[src/design/abt_pkg.sv]
// Types and constants of the address binding table.
// Used by abt_cell, address_binding_table_top and abt_checker.
package abt_pkg;

  localparam int unsigned ABT_TABLE_ENTRIES = 16;
  localparam int unsigned ABT_ADDRESS_BYTES = 18;
  localparam int unsigned ABT_MAC_W         = 144;
  localparam int unsigned ABT_KEY_W         = 22;
  localparam int unsigned ABT_LEN_W         = 5;
  localparam int unsigned ABT_SLOT_W        = 8;  // covers up to 256 slots
  localparam int unsigned ABT_COUNT_W       = 9;

  typedef enum logic [1:0] {
    OP_ADD       = 2'd0,
    OP_DELETE    = 2'd1,
    OP_FIND_ID   = 2'd2,
    OP_FIND_ADDR = 2'd3
  } abt_op_e;

  typedef enum logic [1:0] {
    ST_OK        = 2'd0,
    ST_NOT_FOUND = 2'd1,
    ST_PRESENT   = 2'd2,
    ST_FULL      = 2'd3
  } abt_status_e;

  typedef struct packed {
    logic [1:0]  operation;
    logic [21:0] node_id;
    logic [63:0] mac_bytes_low;
    logic [63:0] mac_bytes_middle;
    logic [15:0] mac_bytes_top;
    logic [4:0]  mac_length;
  } abt_in_t;

  typedef struct packed {
    logic [1:0]  status;
    logic [21:0] found_id;
    logic [63:0] found_bytes_low;
    logic [63:0] found_bytes_middle;
    logic [15:0] found_bytes_top;
    logic [4:0]  found_length;
    logic [4:0]  entry_count;
  } abt_out_t;

  // query word moving along the cell row, gathering what each cell contributes
  typedef struct packed {
    logic                   vld;
    abt_op_e                op;
    logic [ABT_KEY_W-1:0]   key;
    logic [ABT_MAC_W-1:0]   mac;
    logic [ABT_LEN_W-1:0]   len;
    logic                   key_hit;
    logic [ABT_SLOT_W-1:0]  key_slot;
    logic                   free_hit;
    logic [ABT_SLOT_W-1:0]  free_slot;
    logic [ABT_COUNT_W-1:0] count;
    logic                   addr_hit;
    logic [ABT_KEY_W-1:0]   max_id;
    logic [ABT_MAC_W-1:0]   f_mac;
    logic [ABT_LEN_W-1:0]   f_len;
  } abt_token_t;

  // update broadcast to all cells once a scan is complete
  typedef struct packed {
    logic                  wr;
    logic                  del;
    logic [ABT_SLOT_W-1:0] slot;
    logic [ABT_KEY_W-1:0]  key;
    logic [ABT_MAC_W-1:0]  mac;
    logic [ABT_LEN_W-1:0]  len;
  } abt_commit_t;

endpackage

[src/design/abt_cell.sv]
// One table slot: holds a binding and adds its part to the passing query word.
// Depends on abt_pkg.
module abt_cell #(
  parameter int unsigned INDEX = 0
) (
  input  logic                clk_i,
  input  logic                rst_ni,
  input  abt_pkg::abt_token_t tok_i,
  input  abt_pkg::abt_commit_t cmt_i,
  output abt_pkg::abt_token_t tok_o
);

  localparam logic [abt_pkg::ABT_SLOT_W-1:0] MySlot = abt_pkg::ABT_SLOT_W'(INDEX);

  logic                           valid_q;
  logic [abt_pkg::ABT_KEY_W-1:0]  key_q;
  logic [abt_pkg::ABT_MAC_W-1:0]  mac_q;
  logic [abt_pkg::ABT_LEN_W-1:0]  len_q;
  abt_pkg::abt_token_t            tok_d, tok_q;
  logic                           match_key, match_addr, sel;

  assign sel        = (cmt_i.slot == MySlot);
  assign match_key  = valid_q && (key_q == tok_i.key);
  assign match_addr = valid_q && (tok_i.len != '0) && (len_q == tok_i.len) &&
                      (mac_q == tok_i.mac);

  always_comb begin
    tok_d = tok_i;
    if (match_key) begin
      tok_d.key_hit  = 1'b1;
      tok_d.key_slot = MySlot;
      tok_d.f_mac    = mac_q;
      tok_d.f_len    = len_q;
    end
    if (!valid_q && !tok_i.free_hit) begin
      tok_d.free_hit  = 1'b1;
      tok_d.free_slot = MySlot;
    end
    if (valid_q) begin
      tok_d.count = tok_i.count + abt_pkg::ABT_COUNT_W'(1);
    end
    if (match_addr && (!tok_i.addr_hit || (key_q > tok_i.max_id))) begin
      tok_d.addr_hit = 1'b1;
      tok_d.max_id   = key_q;
    end
  end

  always_ff @(posedge clk_i or negedge rst_ni) begin
    if (!rst_ni) begin
      tok_q   <= '0;
      valid_q <= 1'b0;
    end else begin
      tok_q <= tok_d;
      if (cmt_i.wr && sel) begin
        valid_q <= 1'b1;
      end else if (cmt_i.del && sel) begin
        valid_q <= 1'b0;
      end
    end
  end

  always_ff @(posedge clk_i) begin
    if (cmt_i.wr && sel) begin
      key_q <= cmt_i.key;
      mac_q <= cmt_i.mac;
      len_q <= cmt_i.len;
    end
  end

  assign tok_o = tok_q;

endmodule

[config.mk]
export PLATFORM = sky130hd
export DESIGN_NAME = abt_cell
export DESIGN_NICKNAME = d
export VERILOG_FILES = /design/src/design/abt_pkg.sv /design/src/design/abt_cell.sv
export SDC_FILE = /design/constraint.sdc
export NUM_CORES = 1
export LEC_CHECK = 0
export ABC_AREA = 1
export BUFFER_PORTS_ARGS = -buffer_cell sky130_fd_sc_hd__buf_4
export CAP_MARGIN = 25
export CELL_PAD_IN_SITES_DETAIL_PLACEMENT = 0
export CELL_PAD_IN_SITES_GLOBAL_PLACEMENT = 1
export CORE_AREA = 5 5 364 366
export DETAILED_ROUTE_END_ITERATION = 16
export DIE_AREA = 0 0 369 371
export GPL_ROUTABILITY_DRIVEN = 0
export PLACE_DENSITY = 0.51
export SYNTH_ARGS = -nofsm -noshare
export SYNTH_HDL_FRONTEND = slang
export SYNTH_SLANG_ARGS = --single-unit
[constraint.sdc]
create_clock -name clk_i -period 2.55 [get_ports clk_i]
set_input_delay 0.3825 -clock clk_i [delete_from_list [all_inputs] [get_ports clk_i]]
set_output_delay 0.3825 -clock clk_i [all_outputs]
set_load 0.005 [all_outputs]
==> flow_summary_export.csv <==
group,metric,value,unit
logic_synthesis,synth.area.top_cells,"sky130_fd_sc_hd__dfrtp_1 (44%), sky130_fd_sc_hd__edfxtp_1 (24%), sky130_fd_sc_hd__inv_1 (6.1%)",
power_and_ir_drop,power.net_switching,5561,µW
run_status,run_status,"finished, final reports clean",
routing,ant_nets,0,
floorplanning,die_outline_area,136900,µm²
power_and_ir_drop,power_frac_seq,41.9,%
clocking,clock_tree.root_cell,"sky130_fd_sc_hd__clkbuf_16",
clocking,cts-htree-levels,3,
global_route,track_usage,16.08,%
layout,register_area,14490,µm²
power_and_ir_drop,power_density,578.6,nW/µm²
global_route,groute.layer.met1.usage,19.56,%
placed_design,dp_hpwl,92080,µm
setup_path,critical_path.endpoint_type,"flip-flop",
layout,final_layout_size_suffix_gt1_share,36.50,%
timing,finalSetupViolCount,0,
power_and_ir_drop,power.internal,16980,µW
setup_path,reg2regPathDepth,14,
setup_path,crit-reg2reg-capture,"tok_o[153]",
timing,slew-limit-headroom,53.52,%
floorplanning,initial_core_utilization,16.52,%
hold_path,whs_endpoint,"tok_o[140]",
layout,layout_commonest_cell,"sky130_fd_sc_hd__buf_4",
layout,final_core_util,30.25,%
logic_synthesis,synth_largest_area_cell,"sky130_fd_sc_hd__dfrtp_1",
clocking,tritoncts.num_buffers,71,
clocking,worstSkewPairLatency,0.67,ns
logic_synthesis,synth_top_area_share,43.98,%
routing,drtPass1Iterations,5,
setup_path,timing.reg2reg.setup_slack,0.21,ns
layout,finish.instance_area,38960,µm²
timing,fin_worst_skew,0.02903,ns
routing,drtIter0Drc,951,
global_route,globalRouteMet2Util,27.48,%
timing,max_freq,427.0,MHz
setup_path,critical_path.max_fanout,12,
logic_synthesis,synth-seq-area-share,68.11,%
logic_synthesis,synth_fp_nets,2469,
clocking,tritoncts_num_sinks,545,
clocking,worst_setup_hold_path_clk_slew,0.06,ns
global_route,grt_max_degree,62,
timing,rsz0062_at_grt,"false",
clocking,cts_max_path_buffers,3,
layout,fillerInstances,13420,
setup_path,crit_required,3.09,ns
routing,route.vias.total,18830,
setup_path,arrival,2.88,ns
timing,totalNegativeSetupSlack,0,ns
routing,drt-wirelength-per-cell,21.64,µm
placed_design,postPlaceCellArea,30990,µm²
setup_path,critPathKind,"flip-flop to flip-flop",
setup_path,startpoint_type,"flip-flop",
timing,min_period_over_period,91.84,%
logic_synthesis,syn_area_per_cell,11.26,µm²
floorplanning,core.rowCount,132,
hold_path,min-delay-path-class,"input pin to flip-flop",
layout,final_layout_net_count,4072,
routing,post_detailed_route_drc_marker_count,0,
routing,post_drt_via_cell_ratio,3.594,
floorplanning,fp.coreArea,128800,µm²
global_route,initial_antenna_violation_count,24,
logic_synthesis,synth.ff_latch_count,545,
timing,slew_violations,0,
logic_synthesis,ys.warnings.count,0,
routing,totalWireLength,113400,µm
hold_path,hold_start,"tok_i[140]",
power_and_ir_drop,power.leakage,0.01847,µW
flow_run,max_cap_viol_count,0,
floorplanning,design.portCount,929,
timing,finalCriticalPeriod,2.342,ns
power_and_ir_drop,power.switching_fraction,24.67,%
power_and_ir_drop,comb_power_share,13.0,%
global_route,grtUsageMet3,4.638,%
power_and_ir_drop,max-vdd-ir-drop,438.7,µV
floorplanning,die_height,371,µm
global_route,grt_remaining_overflow,0,
power_and_ir_drop,clock_power_share,45.1,%
logic_synthesis,post_synth_num_cell_types,32,
global_route,global_route.peak_usage_layer,"met2",
hold_path,holdPathStages,3,
layout,area_of_the_multi_input_gates,5216,µm²
timing,timing_worst_slew_pin_value,0.6973,ns
global_route,first_global_vias,20700,
global_route,grt_first_pass_wirelength,155200,µm
floorplanning,die_width,369,µm
logic_synthesis,synth_area,21280,µm²
timing,final-hold-violation-count,0,
placed_design,place.port_buffers,928,
clocking,cts_tree,"done",
layout,syn2layout_area_growth,83.09,%
setup_path,r2r-start,"mac_q[74]",
logic_synthesis,syn-instance-count,1890,
layout,most-common-layout-cells,"sky130_fd_sc_hd__buf_4 (997), sky130_fd_sc_hd__dlygate4sd3_1 (549), sky130_fd_sc_hd__dfrtp_1 (374)",
[cells in the mapped netlist]
cell type	number
sky130_fd_sc_hd__a22o_1	1
sky130_fd_sc_hd__and2_1	1
sky130_fd_sc_hd__a21o_1	2
sky130_fd_sc_hd__nand4_1	35
sky130_fd_sc_hd__a21oi_1	28
sky130_fd_sc_hd__a211oi_1	1
sky130_fd_sc_hd__nand3b_1	1
sky130_fd_sc_hd__xor2_1	12
sky130_fd_sc_hd__o21a_1	1
sky130_fd_sc_hd__xnor2_1	67
sky130_fd_sc_hd__buf_6	26
sky130_fd_sc_hd__a21oi_2	129
sky130_fd_sc_hd__nor2_1	256
sky130_fd_sc_hd__nor4_2	1
sky130_fd_sc_hd__inv_1	348
sky130_fd_sc_hd__buf_1	7
sky130_fd_sc_hd__nand2_1	328
sky130_fd_sc_hd__o21ai_1	4
sky130_fd_sc_hd__buf_2	6
sky130_fd_sc_hd__nand3_1	16
sky130_fd_sc_hd__edfxtp_1	171
sky130_fd_sc_hd__nor2_4	2
sky130_fd_sc_hd__dfrtp_1	374
sky130_fd_sc_hd__o21bai_1	1
sky130_fd_sc_hd__buf_4	4
sky130_fd_sc_hd__o22ai_1	5
sky130_fd_sc_hd__ha_1	23
sky130_fd_sc_hd__inv_2	2
sky130_fd_sc_hd__o21ai_0	25
sky130_fd_sc_hd__nor4_1	2
sky130_fd_sc_hd__o211ai_1	1
sky130_fd_sc_hd__or2_2	10
[metrics by stage]
| stage | std cells | hold slack [ns] | worst slack [ns] | power [µW] |
|---|---|---|---|---|
| global route | 5232 | 0.06271 | 0.006877 | 23560 |
| global placement | 4543 | 0.4225 | -0.8102 | 11840 |
| floorplan | 1890 | 0.08691 | -1.028 | 10020 |
| detailed placement | 4545 | 0.4276 | -0.7914 | 11850 |
| finish | 5238 | 0.08733 | 0.2081 | 22550 |
| CTS | 5225 | 0.02292 | 0.009963 | 23030 |
[worst max-delay path by stage]
stage	from	to	cells after the start
after global routing	key_q[21]	tok_o[164]	13
after global placement	tok_i[202]	tok_o[151]	14
final	mac_q[74]	tok_o[153]	14
after CTS	mac_q[89]	tok_o[153]	12
after floorplan	cmt_i[174]	key_q[0]	4
after detailed placement	tok_i[202]	tok_o[153]	14
[cell type report]
class                           count  area share (%)
Sequential cell                   545           37.20
Timing Repair Buffer             1573           34.61
Multi-Input combinational cell    952           13.39
Tap cell                         1675           5.379
Clock buffer                       96           5.009
Inverter                          350           3.381
Clock inverter                     35          0.9633
Antenna cell                       12         0.07707
[layer usage]
metal	share of wire [%]	vias up
li1	-	9097
met1	41	8878
met2	49	685
met3	7.3	156
met4	3.0	10
met5	0.045	-
[state kept, by name, indices dropped and copies added, names as in the netlist]
register and flops:
key_q 22, len_q 5, mac_q 144, valid_q 1, tok_o 373
[power groups by stage]
stage / Combinational [µW] / Sequential, µW / Clock [µW]
final: 2930 / 9460 / 10200
after global routing: 3170 / 9480 / 10900
after CTS: 3000 / 9460 / 10600
after detailed placement: 2230 / 9620 / 0
after global placement: 2230 / 9620 / 0
after floorplan: 385 / 9630 / 0
[critical path: stages (launching register included)]
cell and delay, ns:
sky130_fd_sc_hd__edfxtp_1 0.43, sky130_fd_sc_hd__nand2_1 0.21, sky130_fd_sc_hd__o21ai_0 0.11, sky130_fd_sc_hd__nor2_1 0.24, sky130_fd_sc_hd__nand2_1 0.08, sky130_fd_sc_hd__nor2_1 0.12, sky130_fd_sc_hd__nand2_1 0.12, sky130_fd_sc_hd__nor2_2 0.14
sky130_fd_sc_hd__nand2_1 0.10, sky130_fd_sc_hd__nor2_4 0.18, sky130_fd_sc_hd__buf_12 0.13, sky130_fd_sc_hd__nand3_4 0.08, sky130_fd_sc_hd__buf_8 0.17, sky130_fd_sc_hd__nand2_1 0.06, sky130_fd_sc_hd__nand2_1 0.05
[logic make-up after synthesis]
logic type	Yosys count	synth area share, %
adders and majority gates	23	1.352
AOI/OAI and AO/OA	198	7.049
and+or+nand+nor	652	12.29
DFF	545	68.11
buffers and inverters	393	7.955
xor gates and xnor gates	79	3.251
[repair_timing]
action	CTS	global route
pin swaps	3	6
endpoints found under the setup margin	23	22
buffers inserted	0	1
gates cloned	0	1
resized for setup	15	17
hold buffers	549	0
endpoints found under the hold margin	586	0
No activity file was read; power rests on OpenSTA's default activity.
